--- src/hdl/ple_pkg.sv ---
`default_nettype none
package ple_pkg;

  localparam int OP_W      = 3;
  localparam int POS_W     = 7;
  localparam int VAL_W     = 32;
  localparam int CNT_OUT_W = 7;
  localparam int ST_W      = 2;

  localparam int CAPACITY_DEF = 64;

  localparam logic [OP_W-1:0] OP_INSERT   = 3'd0;
  localparam logic [OP_W-1:0] OP_DELETE   = 3'd1;
  localparam logic [OP_W-1:0] OP_RETRIEVE = 3'd2;
  localparam logic [OP_W-1:0] OP_REPLACE  = 3'd3;
  localparam logic [OP_W-1:0] OP_CLEAR    = 3'd4;

  localparam logic [ST_W-1:0] ST_OK    = 2'd0;
  localparam logic [ST_W-1:0] ST_RANGE = 2'd1;
  localparam logic [ST_W-1:0] ST_FULL  = 2'd2;

  typedef logic signed [VAL_W-1:0] value_t;

endpackage
`default_nettype wire

--- src/hdl/positional_list_engine.sv ---
`default_nettype none
// Ordered list of signed 32-bit entries held in one synchronous RAM of
// CAPACITY words. An item (in_op, in_position, in_value) is taken at a rising
// edge with start high and busy low; busy stays high while the item works.
// Exactly one result per item appears on out_value, out_count and out_status
// for a single cycle, marked by out_strobe. The receiver cannot hold results
// off, and a new item may be started in the same cycle that a result shows.
// Each item moves through the single RAM port pair, which moves one entry
// per cycle:
//   replace, clear, unused codes, any range or full error: never busy
//   retrieve: one RAM read
//   delete: read, then shift the tail down
//   insert: shift the tail up, then write the value;
//           an append writes the value with no shift
// Reset clears the entry count and the control state; the RAM contents are
// not cleared and entries at or beyond the count are never read.
// out_count is the entry count after the item, truncated to 7 bits.
module positional_list_engine #(
  parameter int CAPACITY = ple_pkg::CAPACITY_DEF
) (
  input  wire                              clk,
  input  wire                              rst_n,
  input  wire                              start,
  output logic                             busy,
  input  wire  [ple_pkg::OP_W-1:0]         in_op,
  input  wire  [ple_pkg::POS_W-1:0]        in_position,
  input  wire  signed [ple_pkg::VAL_W-1:0] in_value,
  output logic                             out_strobe,
  output logic signed [ple_pkg::VAL_W-1:0] out_value,
  output logic [ple_pkg::CNT_OUT_W-1:0]    out_count,
  output logic [ple_pkg::ST_W-1:0]         out_status
);

  localparam int ADDR_W = (CAPACITY > 1) ? $clog2(CAPACITY) : 1;
  localparam int CNT_W  = $clog2(CAPACITY + 1);
  localparam int CMP_W  = (CNT_W > ple_pkg::POS_W) ? CNT_W : ple_pkg::POS_W;
  localparam int WIDE_W = CMP_W + 1;

  localparam logic [2:0] S_IDLE   = 3'd0;
  localparam logic [2:0] S_READ   = 3'd1;
  localparam logic [2:0] S_DFIRST = 3'd2;
  localparam logic [2:0] S_DSHIFT = 3'd3;
  localparam logic [2:0] S_ISHIFT = 3'd4;
  localparam logic [2:0] S_ILAST  = 3'd5;

  logic [2:0]              state_r, state_nxt;
  logic [CNT_W-1:0]        count_r, count_nxt;
  logic [ADDR_W-1:0]       idx_r, idx_nxt;
  logic [ADDR_W-1:0]       pos_r, pos_nxt;
  ple_pkg::value_t         val_r, val_nxt;
  logic                    out_strobe_r, out_strobe_nxt;
  ple_pkg::value_t         out_value_r, out_value_nxt;
  logic [ple_pkg::ST_W-1:0] out_status_r, out_status_nxt;

  ple_pkg::value_t         mem [CAPACITY];
  ple_pkg::value_t         rd_data_r;
  logic                    we, re;
  logic [ADDR_W-1:0]       wa, ra;
  ple_pkg::value_t         wd;

  logic [CMP_W-1:0]        pos_ext, cnt_ext, cnt_m1;
  logic [ADDR_W-1:0]       pos_a, idx_p1, idx_p2, idx_m1, idx_m2;
  logic [WIDE_W-1:0]       idx_w_p1, idx_w_p2, cnt_w;

  assign pos_ext  = CMP_W'(in_position);
  assign cnt_ext  = CMP_W'(count_r);
  assign cnt_m1   = cnt_ext - CMP_W'(1);
  assign pos_a    = pos_ext[ADDR_W-1:0];
  assign idx_p1   = idx_r + ADDR_W'(1);
  assign idx_p2   = idx_r + ADDR_W'(2);
  assign idx_m1   = idx_r - ADDR_W'(1);
  assign idx_m2   = idx_r - ADDR_W'(2);
  assign cnt_w    = WIDE_W'(count_r);
  assign idx_w_p1 = WIDE_W'(idx_r) + WIDE_W'(1);
  assign idx_w_p2 = WIDE_W'(idx_r) + WIDE_W'(2);

  always_comb begin
    state_nxt      = state_r;
    count_nxt      = count_r;
    idx_nxt        = idx_r;
    pos_nxt        = pos_r;
    val_nxt        = val_r;
    out_strobe_nxt = 1'b0;
    out_value_nxt  = out_value_r;
    out_status_nxt = out_status_r;
    we             = 1'b0;
    re             = 1'b0;
    wa             = idx_r;
    wd             = rd_data_r;
    ra             = idx_r;
    unique case (state_r)
      S_IDLE: begin
        if (start) begin
          pos_nxt        = pos_a;
          val_nxt        = in_value;
          out_value_nxt  = '0;
          out_status_nxt = ple_pkg::ST_OK;
          out_strobe_nxt = 1'b1;
          unique case (in_op)
            ple_pkg::OP_INSERT: begin
              priority if (pos_ext > cnt_ext) begin
                out_status_nxt = ple_pkg::ST_RANGE;
              end else if (cnt_ext == CMP_W'(CAPACITY)) begin
                out_status_nxt = ple_pkg::ST_FULL;
              end else if (pos_ext == cnt_ext) begin
                // append: nothing to move
                we        = 1'b1;
                wa        = pos_a;
                wd        = in_value;
                count_nxt = count_r + CNT_W'(1);
              end else begin
                out_strobe_nxt = 1'b0;
                re             = 1'b1;
                ra             = cnt_m1[ADDR_W-1:0];
                idx_nxt        = cnt_ext[ADDR_W-1:0];
                state_nxt      = S_ISHIFT;
              end
            end
            ple_pkg::OP_DELETE: begin
              if (pos_ext >= cnt_ext) begin
                out_status_nxt = ple_pkg::ST_RANGE;
              end else begin
                out_strobe_nxt = 1'b0;
                re             = 1'b1;
                ra             = pos_a;
                idx_nxt        = pos_a;
                state_nxt      = S_DFIRST;
              end
            end
            ple_pkg::OP_RETRIEVE: begin
              if (pos_ext >= cnt_ext) begin
                out_status_nxt = ple_pkg::ST_RANGE;
              end else begin
                out_strobe_nxt = 1'b0;
                re             = 1'b1;
                ra             = pos_a;
                state_nxt      = S_READ;
              end
            end
            ple_pkg::OP_REPLACE: begin
              if (pos_ext >= cnt_ext) begin
                out_status_nxt = ple_pkg::ST_RANGE;
              end else begin
                we = 1'b1;
                wa = pos_a;
                wd = in_value;
              end
            end
            ple_pkg::OP_CLEAR: begin
              count_nxt = '0;
            end
            default: begin
            end
          endcase
        end
      end
      S_READ: begin
        out_value_nxt  = rd_data_r;
        out_strobe_nxt = 1'b1;
        state_nxt      = S_IDLE;
      end
      S_DFIRST: begin
        // hold the removed entry in the output register until the shift ends
        out_value_nxt = rd_data_r;
        if (idx_w_p1 < cnt_w) begin
          re        = 1'b1;
          ra        = idx_p1;
          state_nxt = S_DSHIFT;
        end else begin
          count_nxt      = count_r - CNT_W'(1);
          out_strobe_nxt = 1'b1;
          state_nxt      = S_IDLE;
        end
      end
      S_DSHIFT: begin
        we      = 1'b1;
        wa      = idx_r;
        wd      = rd_data_r;
        idx_nxt = idx_p1;
        if (idx_w_p2 < cnt_w) begin
          re = 1'b1;
          ra = idx_p2;
        end else begin
          count_nxt      = count_r - CNT_W'(1);
          out_strobe_nxt = 1'b1;
          state_nxt      = S_IDLE;
        end
      end
      S_ISHIFT: begin
        we = 1'b1;
        wa = idx_r;
        wd = rd_data_r;
        if (idx_m1 > pos_r) begin
          re      = 1'b1;
          ra      = idx_m2;
          idx_nxt = idx_m1;
        end else begin
          state_nxt = S_ILAST;
        end
      end
      S_ILAST: begin
        we             = 1'b1;
        wa             = pos_r;
        wd             = val_r;
        count_nxt      = count_r + CNT_W'(1);
        out_strobe_nxt = 1'b1;
        state_nxt      = S_IDLE;
      end
      default: begin
        state_nxt = S_IDLE;
      end
    endcase
  end

  always_ff @(posedge clk) begin
    if (we) begin
      mem[wa] <= wd;
    end
    if (re) begin
      rd_data_r <= mem[ra];
    end
  end

  always_ff @(posedge clk) begin
    if (!rst_n) begin
      state_r      <= S_IDLE;
      count_r      <= '0;
      out_strobe_r <= 1'b0;
    end else begin
      state_r      <= state_nxt;
      count_r      <= count_nxt;
      out_strobe_r <= out_strobe_nxt;
    end
  end

  always_ff @(posedge clk) begin
    idx_r        <= idx_nxt;
    pos_r        <= pos_nxt;
    val_r        <= val_nxt;
    out_value_r  <= out_value_nxt;
    out_status_r <= out_status_nxt;
  end

  assign busy       = (state_r != S_IDLE);
  assign out_strobe = out_strobe_r;
  assign out_value  = out_value_r;
  assign out_status = out_status_r;
  assign out_count  = cnt_ext[ple_pkg::CNT_OUT_W-1:0];

  a_strobe_idle: assert property (@(posedge clk) disable iff (!rst_n)
    out_strobe_r |-> (state_r == S_IDLE))
    else $error("result strobe while item still in progress");

  a_count_cap: assert property (@(posedge clk) disable iff (!rst_n)
    count_r <= CNT_W'(CAPACITY))
    else $error("entry count above capacity");

  a_accept_progress: assert property (@(posedge clk) disable iff (!rst_n)
    (start && !busy) |=> (out_strobe_r || busy))
    else $error("accepted item neither finished nor in progress");

  a_full_count: assert property (@(posedge clk) disable iff (!rst_n)
    (out_strobe_r && out_status_r == ple_pkg::ST_FULL) |-> (count_r == CNT_W'(CAPACITY)))
    else $error("full status with room left");

  a_count_step: assert property (@(posedge clk) disable iff (!rst_n)
    (busy && !$past(start && !busy) && $past(busy)) |-> $stable(count_r))
    else $error("entry count moved in the middle of a shift");

endmodule
`default_nettype wire

--- config.mk ---
export PLATFORM = sky130hd
export DESIGN_NAME = positional_list_engine
export DESIGN_NICKNAME = d
export VERILOG_FILES = /design/src/hdl/ple_pkg.sv /design/src/hdl/positional_list_engine.sv
export SDC_FILE = /design/constraint.sdc
export NUM_CORES = 2
export LEC_CHECK = 0
export BUFFER_PORTS_ARGS = -buffer_cell sky130_fd_sc_hd__buf_2
export CORE_MARGIN = 2
export CORE_UTILIZATION = 33
export CTS_CLUSTER_DIAMETER = 60
export DETAILED_ROUTE_END_ITERATION = 10
export GPL_TIMING_DRIVEN = 0
export SYNTH_ARGS = -nofsm -noshare
export SYNTH_HDL_FRONTEND = slang
export SYNTH_SLANG_ARGS = --single-unit
--- constraint.sdc ---
create_clock -name clk -period 5.6 [get_ports clk]
set_input_delay 0 -clock clk [delete_from_list [all_inputs] [get_ports clk]]
set_output_delay 0 -clock clk [all_outputs]
set_load 0.03 [all_outputs]
==> run_summary.xml <==
<?xml version="1.0" encoding="UTF-8"?>
<metrics>
  <group name="logic_synthesis">
    <metric name="synth_nets" unit="">7222</metric>
    <metric name="syn_area_per_cell" unit="µm²">12.6</metric>
    <metric name="postSynthCellCount" unit="">7145</metric>
    <metric name="postSynth.topFlopCell" unit="">edfxtp_1</metric>
    <metric name="synth_enable_flop_cells" unit="">2158</metric>
    <metric name="syn-cell-area" unit="mm²">0.0903</metric>
    <metric name="synth_cell_types" unit="">82</metric>
    <metric name="postSynth.asyncResetShare" unit="%">0</metric>
    <metric name="synth-seq-area-share" unit="%">72.0</metric>
    <metric name="synth.yosys.warnings" unit="">0</metric>
    <metric name="synth.ff_latch_count" unit="">2169</metric>
  </group>
  <group name="power_and_ir_drop">
    <metric name="power.ir.vdd_worst" unit="V">0.000277</metric>
    <metric name="power_density" unit="mW/mm²">342</metric>
    <metric name="power.static_leakage" unit="nW">37.1</metric>
  </group>
  <group name="sta">
    <metric name="report.final.slew_viol_count" unit="">0</metric>
    <metric name="final.min_clock_period" unit="ns">5.75</metric>
    <metric name="finalSetupTns" unit="ns">-3.32</metric>
    <metric name="achievable-frequency" unit="MHz">174</metric>
    <metric name="worst_slew_margin_rel" unit="%">9.08</metric>
    <metric name="rsz_0062_raised_after_global_routing" unit="">true</metric>
    <metric name="setup_viol" unit="">85</metric>
    <metric name="final.setup_skew" unit="ns">0.0724</metric>
    <metric name="fin_crit_sh" unit="%">103</metric>
    <metric name="final.setup.worst_slack" unit="ns">-0.146</metric>
    <metric name="finalHoldViolCount" unit="">0</metric>
    <metric name="timing_worst_slew_pin_value" unit="ns">1.36</metric>
  </group>
  <group name="worst_setup_path">
    <metric name="worst_setup_path_start_kind" unit="">flop</metric>
    <metric name="worstPathMaxFanout" unit="">10</metric>
    <metric name="timing.critical_path.to_type" unit="">flop</metric>
    <metric name="critPathRequiredTime" unit="ns">6.22</metric>
    <metric name="cp_data_arrival_time" unit="ns">6.36</metric>
    <metric name="worst-setup-path-type" unit="">flop to flop</metric>
  </group>
  <group name="layout">
    <metric name="area_delta_synth_final" unit="%">21.7</metric>
    <metric name="final_layout_size_suffix_gt1_share" unit="%">16.0</metric>
    <metric name="layout.nets" unit="">7831</metric>
    <metric name="fillCellCount" unit="">25100</metric>
    <metric name="fin_util" unit="%">40.3</metric>
    <metric name="final_area" unit="mm²">0.110</metric>
    <metric name="stdcell_count" unit="">11500</metric>
  </group>
  <group name="job">
    <metric name="maxCapViolCount" unit="">0</metric>
  </group>
  <group name="grt">
    <metric name="aggregate_global_route_resource_usage" unit="%">23.2</metric>
    <metric name="grt_start_max_net_pins" unit="">65</metric>
    <metric name="grt.met2_usage" unit="%">33.3</metric>
    <metric name="antenna_violations_before_repair" unit="">31</metric>
    <metric name="grt_overflow_total" unit="">0</metric>
    <metric name="use_met1" unit="%">31.6</metric>
    <metric name="global_route.usage.met3" unit="%">6.68</metric>
    <metric name="global_route_wire_length_before_repair" unit="µm">465000</metric>
    <metric name="global_route.peak_usage_layer" unit="">met2</metric>
    <metric name="via_count_of_the_first_global_routing_pass" unit="">61700</metric>
  </group>
  <group name="clock_network">
    <metric name="cts.reportedPaths.clkPinSlew" unit="ns">0.07</metric>
    <metric name="cts_inserted_buffers" unit="">219</metric>
    <metric name="cts_max_path_buffers" unit="">4</metric>
    <metric name="cts_tree" unit="">done</metric>
    <metric name="cts_max_level" unit="">4</metric>
    <metric name="cts_root_buf" unit="">clkbuf_16</metric>
    <metric name="clock-sinks" unit="">2169</metric>
    <metric name="clk_latency" unit="ns">0.91</metric>
  </group>
  <group name="floorplanning">
    <metric name="die_y" unit="µm">527</metric>
    <metric name="num_rows" unit="">192</metric>
    <metric name="placeableCoreArea" unit="mm²">0.273</metric>
    <metric name="start_util" unit="%">33.1</metric>
    <metric name="floorplan.die_area" unit="mm²">0.278</metric>
    <metric name="dieWidth" unit="µm">527</metric>
    <metric name="total_i_o_pin_count" unit="">88</metric>
  </group>
  <group name="place">
    <metric name="dp.cells" unit="">10900</metric>
    <metric name="detailedPlace.worstSlack" unit="ns">-3.66</metric>
    <metric name="placed_wire_length_estimate_after_detailed_placement" unit="µm">229000</metric>
    <metric name="io_buffer_count" unit="">85</metric>
    <metric name="dpl-instance-area" unit="mm²">0.0982</metric>
    <metric name="place_congestion" unit="">1.01</metric>
  </group>
  <group name="outcome">
    <metric name="run_status" unit="">finished with violations</metric>
    <metric name="violations" unit="">DRC, setup timing</metric>
  </group>
  <group name="detailed_routing">
    <metric name="drt-wirelength-per-cell" unit="µm">29.3</metric>
    <metric name="drt_first_pass_iters" unit="">11</metric>
    <metric name="via_count" unit="">66900</metric>
    <metric name="post-route-drc-count" unit="">2</metric>
    <metric name="ant_nets" unit="">0</metric>
    <metric name="vias_per_cell" unit="">5.82</metric>
    <metric name="drt-total-wl" unit="µm">338000</metric>
    <metric name="detailedRoute.firstIterationViolations" unit="">11000</metric>
  </group>
  <group name="min_path">
    <metric name="worst_hold_check_path_type" unit="">primary input to flop</metric>
  </group>
</metrics>
[flip-flops by register name (all words and copies together) (netlist names)]
| register | flops |
|---|---|
| idx_r | 6 |
| mem | 2048 |
| out_count | 7 |
| out_status | 2 |
| out_strobe | 1 |
| out_value | 32 |
| pos_r | 6 |
| rd_data_r | 32 |
| state_r | 3 |
| val_r | 32 |
[final timing paths]
path | from | endpoint | slack (ns) | depth (start not counted)
hold reg to reg | rd_data_r[22] | out_value[22] | 0.59 | 1
setup reg to reg | idx_r[1] | rd_data_r[4] | -0.15 | 23
hold / removal | in_position[0] | pos_r[0] | 0.06 | 2
setup / recovery | idx_r[1] | rd_data_r[4] | -0.15 | 23
[critical path: stages (launching register included)]
cell	delay [ns]
edfxtp_1	0.48
inv_4	0.11
ha_4	0.12
or3b_4	0.40
inv_4	0.08
nand2_4	0.06
xnor2_4	0.14
ha_4	0.31
a21o_1	0.19
mux2i_4	0.12
a211o_1	0.33
buf_4	0.16
nand2_2	0.09
o32ai_4	0.10
and3_4	0.21
buf_12	0.15
buf_16	0.17
buf_8	0.18
buf_4	0.20
nand3_1	0.08
nand3_1	0.15
nand3_2	0.17
nand4_1	0.75
a311oi_4	0.68
[Yosys cell counts (all sizes together) (17+ instances only)]
master | count | area (µm²)
or2 | 22 | 138
ha | 32 | 400
o211ai | 38 | 285
o21ai | 126 | 631
nand3 | 740 | 3710
or3 | 30 | 188
a21oi | 463 | 2320
nand2 | 1832 | 6880
o221ai | 34 | 298
a22oi | 151 | 1130
nor2 | 111 | 419
clkbuf | 271 | 1020
a211oi | 83 | 633
nand4 | 28 | 175
inv | 27 | 101
edfxtp | 2158 | 64800
a221oi | 109 | 955
nor3 | 41 | 233
a22o | 62 | 543
a31oi | 102 | 638
and2 | 41 | 257
a311oi | 76 | 666
and3 | 107 | 669
a2111oi | 17 | 168
buf | 266 | 1350
a221o | 33 | 330
[kinds of logic (layout without fill, tap and decap cells)]
family	after synthesis	count (layout)	synth area share [%]
AND/OR/NAND/NOR	3002	3002	14.5
XOR/XNOR	18	18	0.175
multiplexers	10	10	0.141
adder cells (fa/ha/maj)	32	32	0.443
AO/OA/AOI/OAI	1350	1350	10.1
flip-flops	2169	2169	72.0
buffers and inverters	564	1328	2.73
other	0	12	0
[area by class of cell]
class                   count  area (µm²)  share of cell area (%)
multi-input cells        4412       25200                    22.9
clock buffers             263        5670                    5.16
clock inverters           113         876                   0.797
inverters                  27         119                   0.108
plain buffers             523        3800                    3.46
diodes                     12        30.0                  0.0273
repair buffers            402        4740                    4.31
well taps                3589        4490                    4.09
flip-flops and latches   2169       65000                    59.2
[layout by cell type, fill, tap and decap left out, drive strengths merged, types with 11 or more instances in the layout]
cell type and count:
diode 12, and3 107, nor2 111, dfxtp 11, a211oi 83, nand4 28, and4 15, a311oi 76
a31oi 102, nand3 740, inv 32, nand2b 15, clkinv 88, a221o 33, o211ai 38, or2 22
o221ai 34, a22o 62, a2111oi 17, o21ai 126, a21oi 463, and2 41, buf 582, nand2 1832
a22oi 151, xnor2 15, clkbuf 520, edfxtp 2158, nor3 41, ha 32, dlygate4sd3 85, or3 30
a221oi 109
[report_power, final]
part | switching (mW) | internal, mW | total (mW) | leakage [nW]
Sequential | 0.0439 | 18.2 | 18.2 | 19.6
Clock | 6.32 | 7.63 | 13.9 | 3.17
Combinational | 3.95 | 1.45 | 5.40 | 14.3
[stage by stage]
stage,power (mW),hold WS (ns)
5_1_grt,38.3,0.0471
3_5_place_dp,23.1,0.208
3_3_place_gp,23.0,0.208
2_1_floorplan,20.7,0.0989
4_1_cts,37.2,0.00267
6_report,37.6,0.0607
[per-layer routing]
metal	up-vias	part of all wire [%]	wire [µm]
li1	28100	-	-
met1	33300	38	129000
met2	4655	42	142000
met3	868	13	45600
met4	20	6.4	21500
met5	-	0.064	217
[repair_timing]
action                                   CTS  global route
gates resized for setup                  586           306
pin swaps                                 78            78
gates cloned                               1             5
endpoints found under the setup margin  2088          1666
hold endpoints to repair                 274             0
hold buffers                              85             0
setup buffers                             63            64
No activity file was read; power rests on OpenSTA's default activity.
